### src/hdl/cfzp_pkg.sv
// Shared constants, types and helper functions for the centered zero-padded FIR filter.
package cfzp_pkg;

  localparam int unsigned MAX_TAPS       = 7;
  localparam int unsigned SAMPLE_BITS    = 16;
  localparam int unsigned COEF_BITS      = 16;
  localparam int unsigned COEF_FRAC_BITS = 14;
  localparam int unsigned TAP_BITS       = 3;
  localparam int unsigned LAG_BITS       = 2;
  localparam int unsigned CFG_IDX_BITS   = 3;
  localparam int unsigned CFG_DATA_BITS  = 16;
  localparam int unsigned PROD_BITS      = SAMPLE_BITS + 1 + COEF_BITS;
  localparam int unsigned SUM_BITS       = PROD_BITS + 3;

  localparam logic [CFG_IDX_BITS-1:0] REG_TAP_COUNT = 3'd0;
  localparam logic [CFG_IDX_BITS-1:0] REG_COEF_0    = 3'd1;

  localparam logic [TAP_BITS-1:0] SEEN_MAX = 3'd7;

  typedef logic [MAX_TAPS-1:0][SAMPLE_BITS-1:0] window_t;
  typedef logic [MAX_TAPS-1:0][COEF_BITS-1:0]   coef_arr_t;

  // Single-tap identity kernel: tap 0 is 1.0 in Q2.14, all others zero.
  localparam coef_arr_t COEF_RESET =
    {{((MAX_TAPS - 1) * COEF_BITS){1'b0}}, COEF_BITS'(1 << COEF_FRAC_BITS)};

  typedef struct packed {
    window_t ops;
    logic    last;
  } tap_req_t;

  function automatic logic [TAP_BITS-1:0] eff_taps(input logic [TAP_BITS-1:0] tap_count);
    eff_taps = (tap_count == '0) ? TAP_BITS'(1) : tap_count;
  endfunction

endpackage

### src/hdl/cfzp_window.sv
// Delay line, sequence tracking and per-output tap operand selection.
module cfzp_window (
  input  logic                                  clk_i,
  input  logic                                  rst_ni,
  input  logic                                  in_valid_i,
  output logic                                  in_ready_o,
  input  logic [cfzp_pkg::SAMPLE_BITS-1:0]      sample_i,
  input  logic                                  seq_end_i,
  input  logic [cfzp_pkg::TAP_BITS-1:0]         taps_i,
  output logic                                  req_valid_o,
  input  logic                                  req_ready_i,
  output cfzp_pkg::tap_req_t                    req_o
);

  cfzp_pkg::window_t                    dl_q, dl_d;
  logic [cfzp_pkg::TAP_BITS-1:0]        seen_q, seen_d;
  logic                                 job_v_q, job_v_d;
  cfzp_pkg::window_t                    job_win_q;
  logic [cfzp_pkg::LAG_BITS-1:0]        job_e_q, job_e_d;
  logic [cfzp_pkg::TAP_BITS-1:0]        job_rem_q, job_rem_d;
  logic                                 job_end_q, job_end_d;

  cfzp_pkg::window_t                    shifted;
  logic [cfzp_pkg::TAP_BITS-1:0]        n;
  logic [cfzp_pkg::LAG_BITS-1:0]        lag;
  logic [cfzp_pkg::TAP_BITS-1:0]        lag_p1;
  logic [cfzp_pkg::TAP_BITS-1:0]        cnt;
  logic [cfzp_pkg::TAP_BITS-1:0]        half;
  logic [cfzp_pkg::TAP_BITS-1:0]        base;
  logic                                 in_fire;
  logic                                 job_fire;

  assign job_fire   = job_v_q && req_ready_i;
  assign in_ready_o = !job_v_q || (req_ready_i && (job_rem_q == cfzp_pkg::TAP_BITS'(1)));
  assign in_fire    = in_valid_i && in_ready_o;

  assign lag    = cfzp_pkg::LAG_BITS'((taps_i - cfzp_pkg::TAP_BITS'(1)) >> 1);
  assign lag_p1 = cfzp_pkg::TAP_BITS'({1'b0, lag}) + cfzp_pkg::TAP_BITS'(1);
  assign n      = (seen_q < cfzp_pkg::SEEN_MAX) ? seen_q + cfzp_pkg::TAP_BITS'(1) : seen_q;
  assign cnt    = (n < lag_p1) ? n : lag_p1;
  assign half   = taps_i >> 1;
  assign base   = cfzp_pkg::TAP_BITS'({1'b0, job_e_q}) + half;

  always_comb begin
    shifted[0] = sample_i;
    for (int i = 1; i < cfzp_pkg::MAX_TAPS; i++) begin
      shifted[i] = dl_q[i-1];
    end
  end

  always_comb begin
    dl_d      = dl_q;
    seen_d    = seen_q;
    job_v_d   = job_v_q;
    job_e_d   = job_e_q;
    job_rem_d = job_rem_q;
    job_end_d = job_end_q;
    if (in_fire) begin
      if (seq_end_i) begin
        dl_d      = '0;
        seen_d    = '0;
        job_v_d   = 1'b1;
        job_e_d   = cfzp_pkg::LAG_BITS'(cnt - cfzp_pkg::TAP_BITS'(1));
        job_rem_d = cnt;
        job_end_d = 1'b1;
      end else begin
        dl_d      = shifted;
        seen_d    = n;
        job_v_d   = (n - cfzp_pkg::TAP_BITS'(1)) >= cfzp_pkg::TAP_BITS'({1'b0, lag});
        job_e_d   = lag;
        job_rem_d = cfzp_pkg::TAP_BITS'(1);
        job_end_d = 1'b0;
      end
    end else if (job_fire) begin
      if (job_rem_q == cfzp_pkg::TAP_BITS'(1)) begin
        job_v_d = 1'b0;
      end else begin
        job_rem_d = job_rem_q - cfzp_pkg::TAP_BITS'(1);
        job_e_d   = job_e_q - cfzp_pkg::LAG_BITS'(1);
      end
    end
  end

  always_ff @(posedge clk_i or negedge rst_ni) begin
    if (!rst_ni) begin
      dl_q      <= '0;
      seen_q    <= '0;
      job_v_q   <= 1'b0;
      job_e_q   <= '0;
      job_rem_q <= '0;
      job_end_q <= 1'b0;
    end else begin
      dl_q      <= dl_d;
      seen_q    <= seen_d;
      job_v_q   <= job_v_d;
      job_e_q   <= job_e_d;
      job_rem_q <= job_rem_d;
      job_end_q <= job_end_d;
    end
  end

  always_ff @(posedge clk_i) begin
    if (in_fire) begin
      job_win_q <= shifted;
    end
  end

  // Tap v reads the sample that lies base - v places behind the newest one.
  always_comb begin
    req_o.last = job_end_q && (job_rem_q == cfzp_pkg::TAP_BITS'(1));
    for (int v = 0; v < cfzp_pkg::MAX_TAPS; v++) begin
      if ((cfzp_pkg::TAP_BITS'(v) < taps_i) && (cfzp_pkg::TAP_BITS'(v) <= base)) begin
        req_o.ops[v] = job_win_q[base - cfzp_pkg::TAP_BITS'(v)];
      end else begin
        req_o.ops[v] = '0;
      end
    end
  end

  assign req_valid_o = job_v_q;

endmodule

### config.mk
export PLATFORM = sky130hd
export DESIGN_NAME = cfzp_window
export DESIGN_NICKNAME = d
export VERILOG_FILES = /design/src/hdl/cfzp_pkg.sv /design/src/hdl/cfzp_window.sv
export SDC_FILE = /design/constraint.sdc
export NUM_CORES = 1
export LEC_CHECK = 0
export BUFFER_PORTS_ARGS = -buffer_cell sky130_fd_sc_hd__buf_2
export CAP_MARGIN = 20
export CORE_ASPECT_RATIO = 1.2
export CORE_MARGIN = 4
export CORE_UTILIZATION = 27
export CTS_CLUSTER_SIZE = 16
export DETAILED_ROUTE_END_ITERATION = 8
export SYNTH_ARGS = -nofsm -noshare
export SYNTH_HDL_FRONTEND = slang
export SYNTH_SLANG_ARGS = --single-unit
### constraint.sdc
create_clock -name clk_i -period 5.29 [get_ports clk_i]
set_clock_uncertainty 0.05 [all_clocks]
set_input_delay 1.058 -clock clk_i [delete_from_list [all_inputs] [get_ports clk_i]]
set_output_delay 1.058 -clock clk_i [all_outputs]
set_load 0.005 [all_outputs]
# Word-level counts from Yosys, hierarchy flattened
# Index checks and enable logic that the tools add are counted.
# Widths: inputs -> output; s select.
# word_totals
out_inout_bits,115
elab_cells,113
reg_bits,218
# op_classes
n_eq_ne,2
add_sub_neg,14
n_reduce_logical,17
n_mux,38
order_cmp,24
# op_table
cell,n
$bmux 16 s3,7
$mux 16,14
$mux 96,1
$lt 3x4->1 const B,7
$mux 3,7
$sub 3x1->3 const B,4
$logic_and 1x1->1,11
$le 3x3->1 const A,3
$lt 3x3->1 const A,3
$sub 3x3->3 const B,3
$mux 2,4
$le 1x3->1 const A,2
$le 2x3->1 const A,2
$lt 1x3->1 const A,2
$lt 2x3->1 const A,2
$sub 3x2->3 const B,2
$mux 1,5
$reduce_and 2->1,2
$reduce_bool 2->1,2
$sub 2x1->2 const B,2
$add 2x1->3 const B,1
$add 2x2->3,1
$add 3x1->3 const B,1
$eq 3x1->1 const B,1
6 further kinds,6

# Depth between registers and ports, before layout
# Gate-level depths: netlist (run 1).
# logic_depth
depth_word,7
ltp_mapped,12

# Worst setup path before layout (run 1)
# No wires, ideal clock.
# synth_timing
path_kind,input to output
startpoint,input taps_i[1] (netlist bit)
endpoint,output req_o[29] (netlist bit)
cell_stages,10
t_arrival_ns,3.505
slack_ns,0.677
cell_sequence,ha_1 -> fa_1 -> buf_2 -> inv_2 -> buf_1 -> ha_1 -> xor2_1 -> buf_2 -> nor2_1 -> a211oi_1
# synth_lines
item,line,source
start: declaration,cfzp_window.sv:9,"input logic [cfzp_pkg::TAP_BITS-1:0] taps_i,"
end: declaration,cfzp_window.sv:12,output cfzp_pkg::tap_req_t req_o

==> results of run 1 <==
==> power breakdown <==
group          internal [mW]  switching [mW]
Clock                  0.831           0.655
Sequential              2.34           0.355
Combinational           2.63            4.42
==> cell families (layout without fill, tap and decap cells) <==
kind of cell | after synthesis | count (layout) | share of synthesized area
and+or+nand+nor | 537 | 537 | 0.196
AOI/OAI and AO/OA | 247 | 247 | 0.133
adders and majority gates | 23 | 23 | 0.0234
buffers and inverters | 122 | 224 | 0.0439
DFF | 218 | 218 | 0.478
muxes | 113 | 113 | 0.123
xor gates and xnor gates | 4 | 4 | 0.00278
==> critical path, cell delays in order <==
cell,delay (ns)
sky130_fd_sc_hd__buf_2,0.15
sky130_fd_sc_hd__ha_4,0.17
sky130_fd_sc_hd__fa_2,0.60
sky130_fd_sc_hd__buf_4,0.61
sky130_fd_sc_hd__nor2_1,0.18
sky130_fd_sc_hd__a21oi_1,0.16
sky130_fd_sc_hd__nor2_1,0.05
sky130_fd_sc_hd__a211oi_1,0.62
sky130_fd_sc_hd__buf_2,0.24
==> through the flow <==
step                      instance area, um^2  total power, mW   util  cells
after floorplan                         12600             7.27      -   1264
after global placement                  13900             9.65  0.302   1943
after detailed placement                13900             9.74  0.302   1943
after CTS                               14600             11.3  0.317   1981
after global routing                    14600             12.0  0.317   1982
final                                   14600             11.2  0.317   1982
==> registers in the layout, summed over array words and instances (netlist names) <==
signal	count
req_valid_o	1
job_win_q	112
job_e_q	2
dl_q	96
job_end_q	1
seen_q	3
job_rem_q	3
==> layout by cell type (no fill, tap or decap), drive strengths merged, types with 4 or more instances in the layout <==
master	count
inv	21
nor3	4
clkbuf	27
a211oi	108
o21ai	27
ha	22
a31o	16
mux2	17
nand3b	96
clkinv	5
edfxtp	112
a21oi	58
mux4	32
buf	167
nor2b	17
a31oi	20
nor2	178
dfrtp	106
nand3	5
nand2	226
mux2i	64
==> layout make-up <==
class | instances | area [um^2]
Fill cell | 4751 | 31400
Clock buffer | 27 | 578
Timing Repair Buffer | 167 | 1010
Tap cell | 616 | 771
Inverter | 19 | 77.6
Clock inverter | 11 | 96.3
Multi-Input combinational cell | 924 | 6070
Sequential cell | 218 | 6020
==> layer usage <==
layer	vias to the layer above	track usage	part of all wire	wire length, um
met5	-	0	0	0
met4	0	0.0670	0.044	1730
met3	73	0.0163	0.052	2060
met2	296	0.256	0.48	18900
met1	4912	0.201	0.42	16700
li1	4734	-	-	-
==> worst paths after layout <==
check	start	endpoint	slack [ns]	cells past startpoint
worst max-delay path	taps_i[1]	req_o[3]	0.31	9
worst min-delay path	dl_q[93]	job_win_q[109]	0.39	0
worst max register to register	seen_q[1]	job_e_q[1]	2.59	8
worst min register to register	dl_q[93]	job_win_q[109]	0.39	0
max in group asynchronous	rst_ni	dl_q[48]	3.39	2
min in group asynchronous	rst_ni	dl_q[40]	0.60	1
==> metrics.txt, run 1 <==
# TYPE chip_impl_metric gauge
chip_impl_info{name="result_of_the_run",value="completed"} 1
chip_impl_metric{name="dp.final_hpwl",unit="um"} 29200
chip_impl_metric{name="totalNegativeSetupSlack",unit="ns"} 0
chip_impl_metric{name="pin_count_of_the_biggest_net_entering_global_routing",unit=""} 103
chip_impl_metric{name="clkLatencyLatePin",unit="ns"} 0.51
chip_impl_metric{name="start_util",unit=""} 0.274
chip_impl_metric{name="static-leakage-power",unit="nW"} 6.30
chip_impl_metric{name="hold-worst-slack",unit="ns"} 0.393
chip_impl_metric{name="antenna_left",unit=""} 0
chip_impl_metric{name="detail_route.wirelength",unit="um"} 39400
chip_impl_info{name="min_path_type",value="reg -> reg"} 1
chip_impl_metric{name="preCtsSetupSlack",unit="ns"} 0.319
chip_impl_metric{name="postLayoutSetupSlackWorst",unit="ns"} 0.307
chip_impl_metric{name="vias_per_cell",unit=""} 5.05
chip_impl_metric{name="post-cts-setup-buffers",unit=""} 0
chip_impl_metric{name="grt_overflow_total",unit=""} 0
chip_impl_info{name="path_class",value="in -> out"} 1
chip_impl_metric{name="hold_violations",unit=""} 0
chip_impl_metric{name="cts_hold_buffers",unit=""} 0
chip_impl_metric{name="synth_fp_nets",unit=""} 1311
chip_impl_metric{name="worst_slew_pin_slew",unit="ns"} 1.07
chip_impl_metric{name="dr.first_iter.drc_count",unit=""} 744
chip_impl_metric{name="antenna_cells",unit=""} 0
chip_impl_metric{name="achievable-frequency",unit="GHz"} 0.201
chip_impl_metric{name="io-pin-count",unit=""} 139
chip_impl_info{name="critPathCaptureType",value="output pin"} 1
chip_impl_metric{name="worst-path-max-fanout",unit=""} 81
chip_impl_metric{name="final_min_period_over_clock_period",unit=""} 0.942
chip_impl_metric{name="wl_per_cell",unit="um"} 19.9
chip_impl_metric{name="synthesis.area_per_instance",unit="um^2"} 9.97
chip_impl_metric{name="worstPathArrival",unit="ns"} 3.87
chip_impl_metric{name="share_of_final_layout_standard_cells_stronger_than_drive_strength_1",unit=""} 0.199
chip_impl_info{name="synth_area_leaders",value="sky130_fd_sc_hd__edfxtp_1 27%, sky130_fd_sc_hd__dfrtp_1 21%, sky130_fd_sc_hd__nand2_1 6.7%"} 1
chip_impl_metric{name="cts_max_path_buffers",unit=""} 3
chip_impl_metric{name="floorplan.die_area",unit="um^2"} 50200
chip_impl_metric{name="power_density",unit="nW/um^2"} 768
chip_impl_metric{name="synth-seq-area-share",unit=""} 0.478
chip_impl_metric{name="std_cell_rows",unit=""} 86
chip_impl_metric{name="synth-edff-count",unit=""} 112
chip_impl_info{name="synth_flop_type",value="sky130_fd_sc_hd__edfxtp_1"} 1
chip_impl_metric{name="io_buffer_count",unit=""} 138
chip_impl_metric{name="route.detailed.drc",unit=""} 0
chip_impl_metric{name="cts.sinks",unit=""} 218
chip_impl_metric{name="cts_max_level",unit=""} 1
chip_impl_info{name="netlist_top_cells_count",value="226 x sky130_fd_sc_hd__nand2_1, 178 x sky130_fd_sc_hd__nor2_1, 112 x sky130_fd_sc_hd__edfxtp_1"} 1
chip_impl_metric{name="first_pass_iters",unit=""} 5
chip_impl_info{name="clock-root-buffer",value="sky130_fd_sc_hd__clkbuf_16"} 1
chip_impl_metric{name="finalWeightedCongestion",unit=""} 0.981
chip_impl_metric{name="synthesis.area",unit="um^2"} 12600
chip_impl_info{name="worst_setup_path_start_kind",value="input pin"} 1
chip_impl_metric{name="finalSetupViolCount",unit=""} 0
chip_impl_info{name="cts_tree",value="done"} 1
chip_impl_metric{name="post_synthesis_register_bit_count",unit=""} 218
chip_impl_metric{name="yosys.cell_types.count",unit=""} 54
chip_impl_metric{name="chipWidth",unit="um"} 205
chip_impl_metric{name="grt_first_pass_wirelength",unit="um"} 60000
chip_impl_metric{name="area_delta_synth_final",unit="%"} 16.1
chip_impl_metric{name="cts.repair.resized",unit=""} 0
chip_impl_metric{name="die_h",unit="um"} 245
chip_impl_info{name="library_cell_with_the_largest_summed_area_after_synthesis",value="sky130_fd_sc_hd__edfxtp_1"} 1
chip_impl_metric{name="via_count_of_the_routed_design",unit=""} 10000
chip_impl_metric{name="globalRouteTotalUtil",unit=""} 0.153
chip_impl_metric{name="layout_min_cycle_time",unit="ns"} 4.98
chip_impl_metric{name="antenna_found_initial",unit=""} 1
chip_impl_metric{name="synth_warnings",unit=""} 0
chip_impl_metric{name="postSynth.asyncResetShare",unit=""} 0.486
chip_impl_metric{name="timing_max_transition_violations_final",unit=""} 0
chip_impl_metric{name="postSynthCellCount",unit=""} 1264
chip_impl_metric{name="timing.slew.headroom",unit=""} 0.285
chip_impl_metric{name="number_of_global_route_vias_before_repair",unit=""} 9771
chip_impl_metric{name="tritoncts.num_buffers",unit=""} 21
chip_impl_metric{name="final_net_count",unit=""} 1398
chip_impl_metric{name="max_cap_violations",unit=""} 0
chip_impl_metric{name="placeable_core_region",unit="um^2"} 46100
chip_impl_info{name="yosys.cell_count.top_type",value="sky130_fd_sc_hd__nand2_1"} 1
chip_impl_metric{name="vdd_ir_drop_max",unit="mV"} 0.510
chip_impl_metric{name="critPathRequiredTime",unit="ns"} 4.18
chip_impl_metric{name="synth_top_cell_area_share",unit=""} 0.267
chip_impl_info{name="setup_repair_after_global_routing_missed_its_margin",value="no"} 1
chip_impl_metric{name="worst_setup_hold_path_clk_slew",unit="ns"} 0.06
(Power assumes the default switching activity.)
==> run 2: changes to the inputs <==
Clock period 5.29 ns to 5.6 ns, I/O delays scaled along.
==> run 2 against run 1 <==
Compared with the run above: final cell count about the same; register-to-register slack better by 0.24 ns; sequential share of layout area about the same; combinational power shrank 6.2%; first-iteration DRC count is 7.3% higher; utilization about the same; flip-flop and latch count unchanged; routed wire length is 1.8% lower.
==> metrics.txt, run 2 (same netlist as run 1, synthesis figures left out) <==
# TYPE chip_impl_metric gauge
chip_impl_info{name="critical-path-slowest-cell",value="sky130_fd_sc_hd__a211oi_1"} 1
chip_impl_metric{name="cts.sinks",unit=""} 218
chip_impl_metric{name="nFillCells",unit=""} 4777
chip_impl_metric{name="use_met3",unit=""} 0.0219
chip_impl_metric{name="critical_path_depth",unit=""} 11
chip_impl_metric{name="floorplan.die_area",unit="um^2"} 50200
chip_impl_info{name="cts_tree",value="done"} 1
chip_impl_metric{name="globalRouteTotalUtil",unit=""} 0.148
chip_impl_metric{name="cts_hold_buffers",unit=""} 0
chip_impl_metric{name="clkLatencyLatePin",unit="ns"} 0.51
chip_impl_metric{name="largest_reg_flops",unit=""} 112
chip_impl_metric{name="first_pass_iters",unit=""} 5
chip_impl_metric{name="post-cts-setup-buffers",unit=""} 0
chip_impl_info{name="setup_repair_after_global_routing_missed_its_margin",value="no"} 1
chip_impl_metric{name="share_of_final_layout_standard_cells_stronger_than_drive_strength_1",unit=""} 0.196
chip_impl_metric{name="worst_setup_hold_path_clk_slew",unit="ns"} 0.07
chip_impl_info{name="global_routing_s_busiest_layer",value="met2"} 1
chip_impl_metric{name="area_delta_synth_final",unit="%"} 16.0
chip_impl_metric{name="placeable_core_region",unit="um^2"} 46100
chip_impl_info{name="hp-start",value="dl_q[82]"} 1
chip_impl_metric{name="io_buffer_count",unit=""} 138
chip_impl_metric{name="dp.final_hpwl",unit="um"} 28600
chip_impl_metric{name="die_h",unit="um"} 245
chip_impl_metric{name="cts_max_level",unit=""} 1
chip_impl_metric{name="grt_overflow_total",unit=""} 0
chip_impl_info{name="worst_setup_path_start_kind",value="input pin"} 1
chip_impl_metric{name="cts_max_path_buffers",unit=""} 3
chip_impl_metric{name="max_cap_violations",unit=""} 0
chip_impl_metric{name="number_of_global_route_vias_before_repair",unit=""} 9622
chip_impl_info{name="reg2reg_from",value="seen_q[1]"} 1
chip_impl_metric{name="finalWeightedCongestion",unit=""} 0.982
chip_impl_metric{name="placed_cells",unit=""} 1942
chip_impl_info{name="clock-root-buffer",value="sky130_fd_sc_hd__clkbuf_16"} 1
chip_impl_metric{name="wl_per_cell",unit="um"} 19.5
chip_impl_metric{name="dr.first_iter.drc_count",unit=""} 798
chip_impl_info{name="critPathCaptureType",value="output pin"} 1
chip_impl_metric{name="worstPathArrival",unit="ns"} 3.94
chip_impl_metric{name="io-pin-count",unit=""} 139
chip_impl_metric{name="totalNegativeSetupSlack",unit="ns"} 0
chip_impl_info{name="result_of_the_run",value="completed"} 1
chip_impl_metric{name="start_util",unit=""} 0.274
chip_impl_metric{name="sequential_cell_area",unit="um^2"} 6020
chip_impl_metric{name="antenna_found_initial",unit=""} 3
chip_impl_metric{name="crit_path_max_incr_delay",unit="ns"} 0.63
chip_impl_metric{name="vias_per_cell",unit=""} 5.05
chip_impl_metric{name="pin_count_of_the_biggest_net_entering_global_routing",unit=""} 109
chip_impl_metric{name="critPathRequiredTime",unit="ns"} 4.43
chip_impl_metric{name="cts.repair.resized",unit=""} 0
chip_impl_metric{name="final_min_period_over_clock_period",unit=""} 0.913
chip_impl_metric{name="setup.reg_to_reg.worst_slack",unit="ns"} 2.83
chip_impl_metric{name="route.detailed.drc",unit=""} 0
chip_impl_info{name="registers_with_the_highest_flip_flop_counts",value="job_win_q x112, dl_q x96"} 1
chip_impl_metric{name="antenna_left",unit=""} 0
chip_impl_info{name="final_common_cell",value="sky130_fd_sc_hd__nand2_1"} 1
chip_impl_metric{name="multiInputGateArea",unit="um^2"} 6070
chip_impl_metric{name="layout_min_cycle_time",unit="ns"} 5.11
chip_impl_info{name="chain_of_cells_forming_the_critical_path",value="buf_2, ha_4, fa_2, ha_4, buf_12, buf_12, mux2i_1, nor2_1, a21oi_1, a211oi_1, buf_2"} 1
chip_impl_metric{name="achievable-frequency",unit="GHz"} 0.196
chip_impl_metric{name="globalRouteMet2Util",unit=""} 0.240
chip_impl_metric{name="tritoncts.num_buffers",unit=""} 21
chip_impl_metric{name="std_cell_rows",unit=""} 86
chip_impl_metric{name="power_density",unit="nW/um^2"} 726
chip_impl_metric{name="worst-path-max-fanout",unit=""} 21
chip_impl_info{name="reg2reg_to",value="job_rem_q[0]"} 1
chip_impl_metric{name="met1_usage",unit=""} 0.189
chip_impl_info{name="cp_top_family",value="adder cells"} 1
chip_impl_metric{name="via_count_of_the_routed_design",unit=""} 10000
chip_impl_info{name="crit_path_start",value="taps_i[1]"} 1
chip_impl_metric{name="hold-worst-slack",unit="ns"} 0.394
chip_impl_info{name="min_path_type",value="reg -> reg"} 1
chip_impl_metric{name="final_cell_count_no_fill",unit=""} 1983
chip_impl_metric{name="worst_slew_pin_slew",unit="ns"} 1.02
chip_impl_metric{name="static-leakage-power",unit="nW"} 6.30
chip_impl_metric{name="vdd_ir_drop_max",unit="mV"} 0.532
chip_impl_metric{name="timing_max_transition_violations_final",unit=""} 0
chip_impl_metric{name="timing.reg2reg.worst_path_depth",unit=""} 9
chip_impl_info{name="path_class",value="in -> out"} 1
chip_impl_info{name="final_cell_mix",value="226 x sky130_fd_sc_hd__nand2_1, 178 x sky130_fd_sc_hd__nor2_1, 137 x sky130_fd_sc_hd__buf_2"} 1
chip_impl_metric{name="finalSetupViolCount",unit=""} 0
chip_impl_metric{name="hold_violations",unit=""} 0
chip_impl_metric{name="timing.slew.headroom",unit=""} 0.317
chip_impl_metric{name="final_net_count",unit=""} 1397
chip_impl_metric{name="chipWidth",unit="um"} 205
chip_impl_info{name="registers.top_by_ff_count",value="job_win_q"} 1
chip_impl_metric{name="critPathBufInv",unit=""} 4
chip_impl_metric{name="grt_first_pass_wirelength",unit="um"} 58500
chip_impl_info{name="cp-endpoint",value="req_o[57]"} 1
chip_impl_metric{name="detail_route.wirelength",unit="um"} 38600
-- run 2: cell types whose count changed in the layout (fill, tap and decap cells not counted), sizes merged --
cell,delta
clkbuf,+2
buf,-1
clkinvlp,-2
diode,+2
clkinv,-1
bufinv,+1
-- run 2: worst reg2reg max path, delay by kind of cell (launching register included) --
| kind | cells | cell delay, ns |
|---|---|---|
| AO/OA/AOI/OAI | 5 | 1.30 |
| adder cells (fa/ha/maj) | 2 | 0.59 |
| flip-flops | 1 | 0.45 |
| AND/OR/NAND/NOR | 1 | 0.16 |
| multiplexers | 1 | 0.09 |
-- run 2: per-layer routing --
metal | share of wire | vias to the layer above
li1 | - | 4726
met1 | 0.41 | 4858
met2 | 0.46 | 322
met3 | 0.061 | 97
met4 | 0.062 | 4
met5 | 0.00065 | -
-- run 2: worst min-delay path by stage --
stage,to,cells after the start
floorplan,job_win_q[100],0
finish,job_win_q[98],0
detailed placement,job_win_q[110],0
global route,job_win_q[108],0
CTS,job_win_q[98],0
global placement,job_win_q[106],0
-- run 2: layout make-up --
cell class                      instances  share of cell area
Inverter                               19             0.00531
Clock buffer                           29              0.0407
Tap cell                              616              0.0527
Antenna cell                            2            0.000342
Multi-Input combinational cell        924               0.416
Timing Repair Buffer                  166              0.0666
Clock inverter                          9             0.00710
Sequential cell                       218               0.412
-- run 2: power by group --
part           internal (mW)  leakage (nW)  total, mW  switching, mW
Sequential              2.21          2.49       2.56          0.349
Combinational           2.50          3.46       6.61           4.11
Clock                  0.842         0.345       1.45          0.605
Total                   5.56          6.30       10.6           5.06
-- run 2: metrics by stage --
stage,cell area (um^2),setup slack [ns],util,power (mW)
after global routing,14600,0.405,0.317,11.3
after floorplan,12600,0.863,-,6.86
after detailed placement,13900,0.591,0.301,9.11
after global placement,13900,0.623,0.301,8.99
final,14600,0.488,0.317,10.6
after CTS,14600,0.592,0.317,10.6
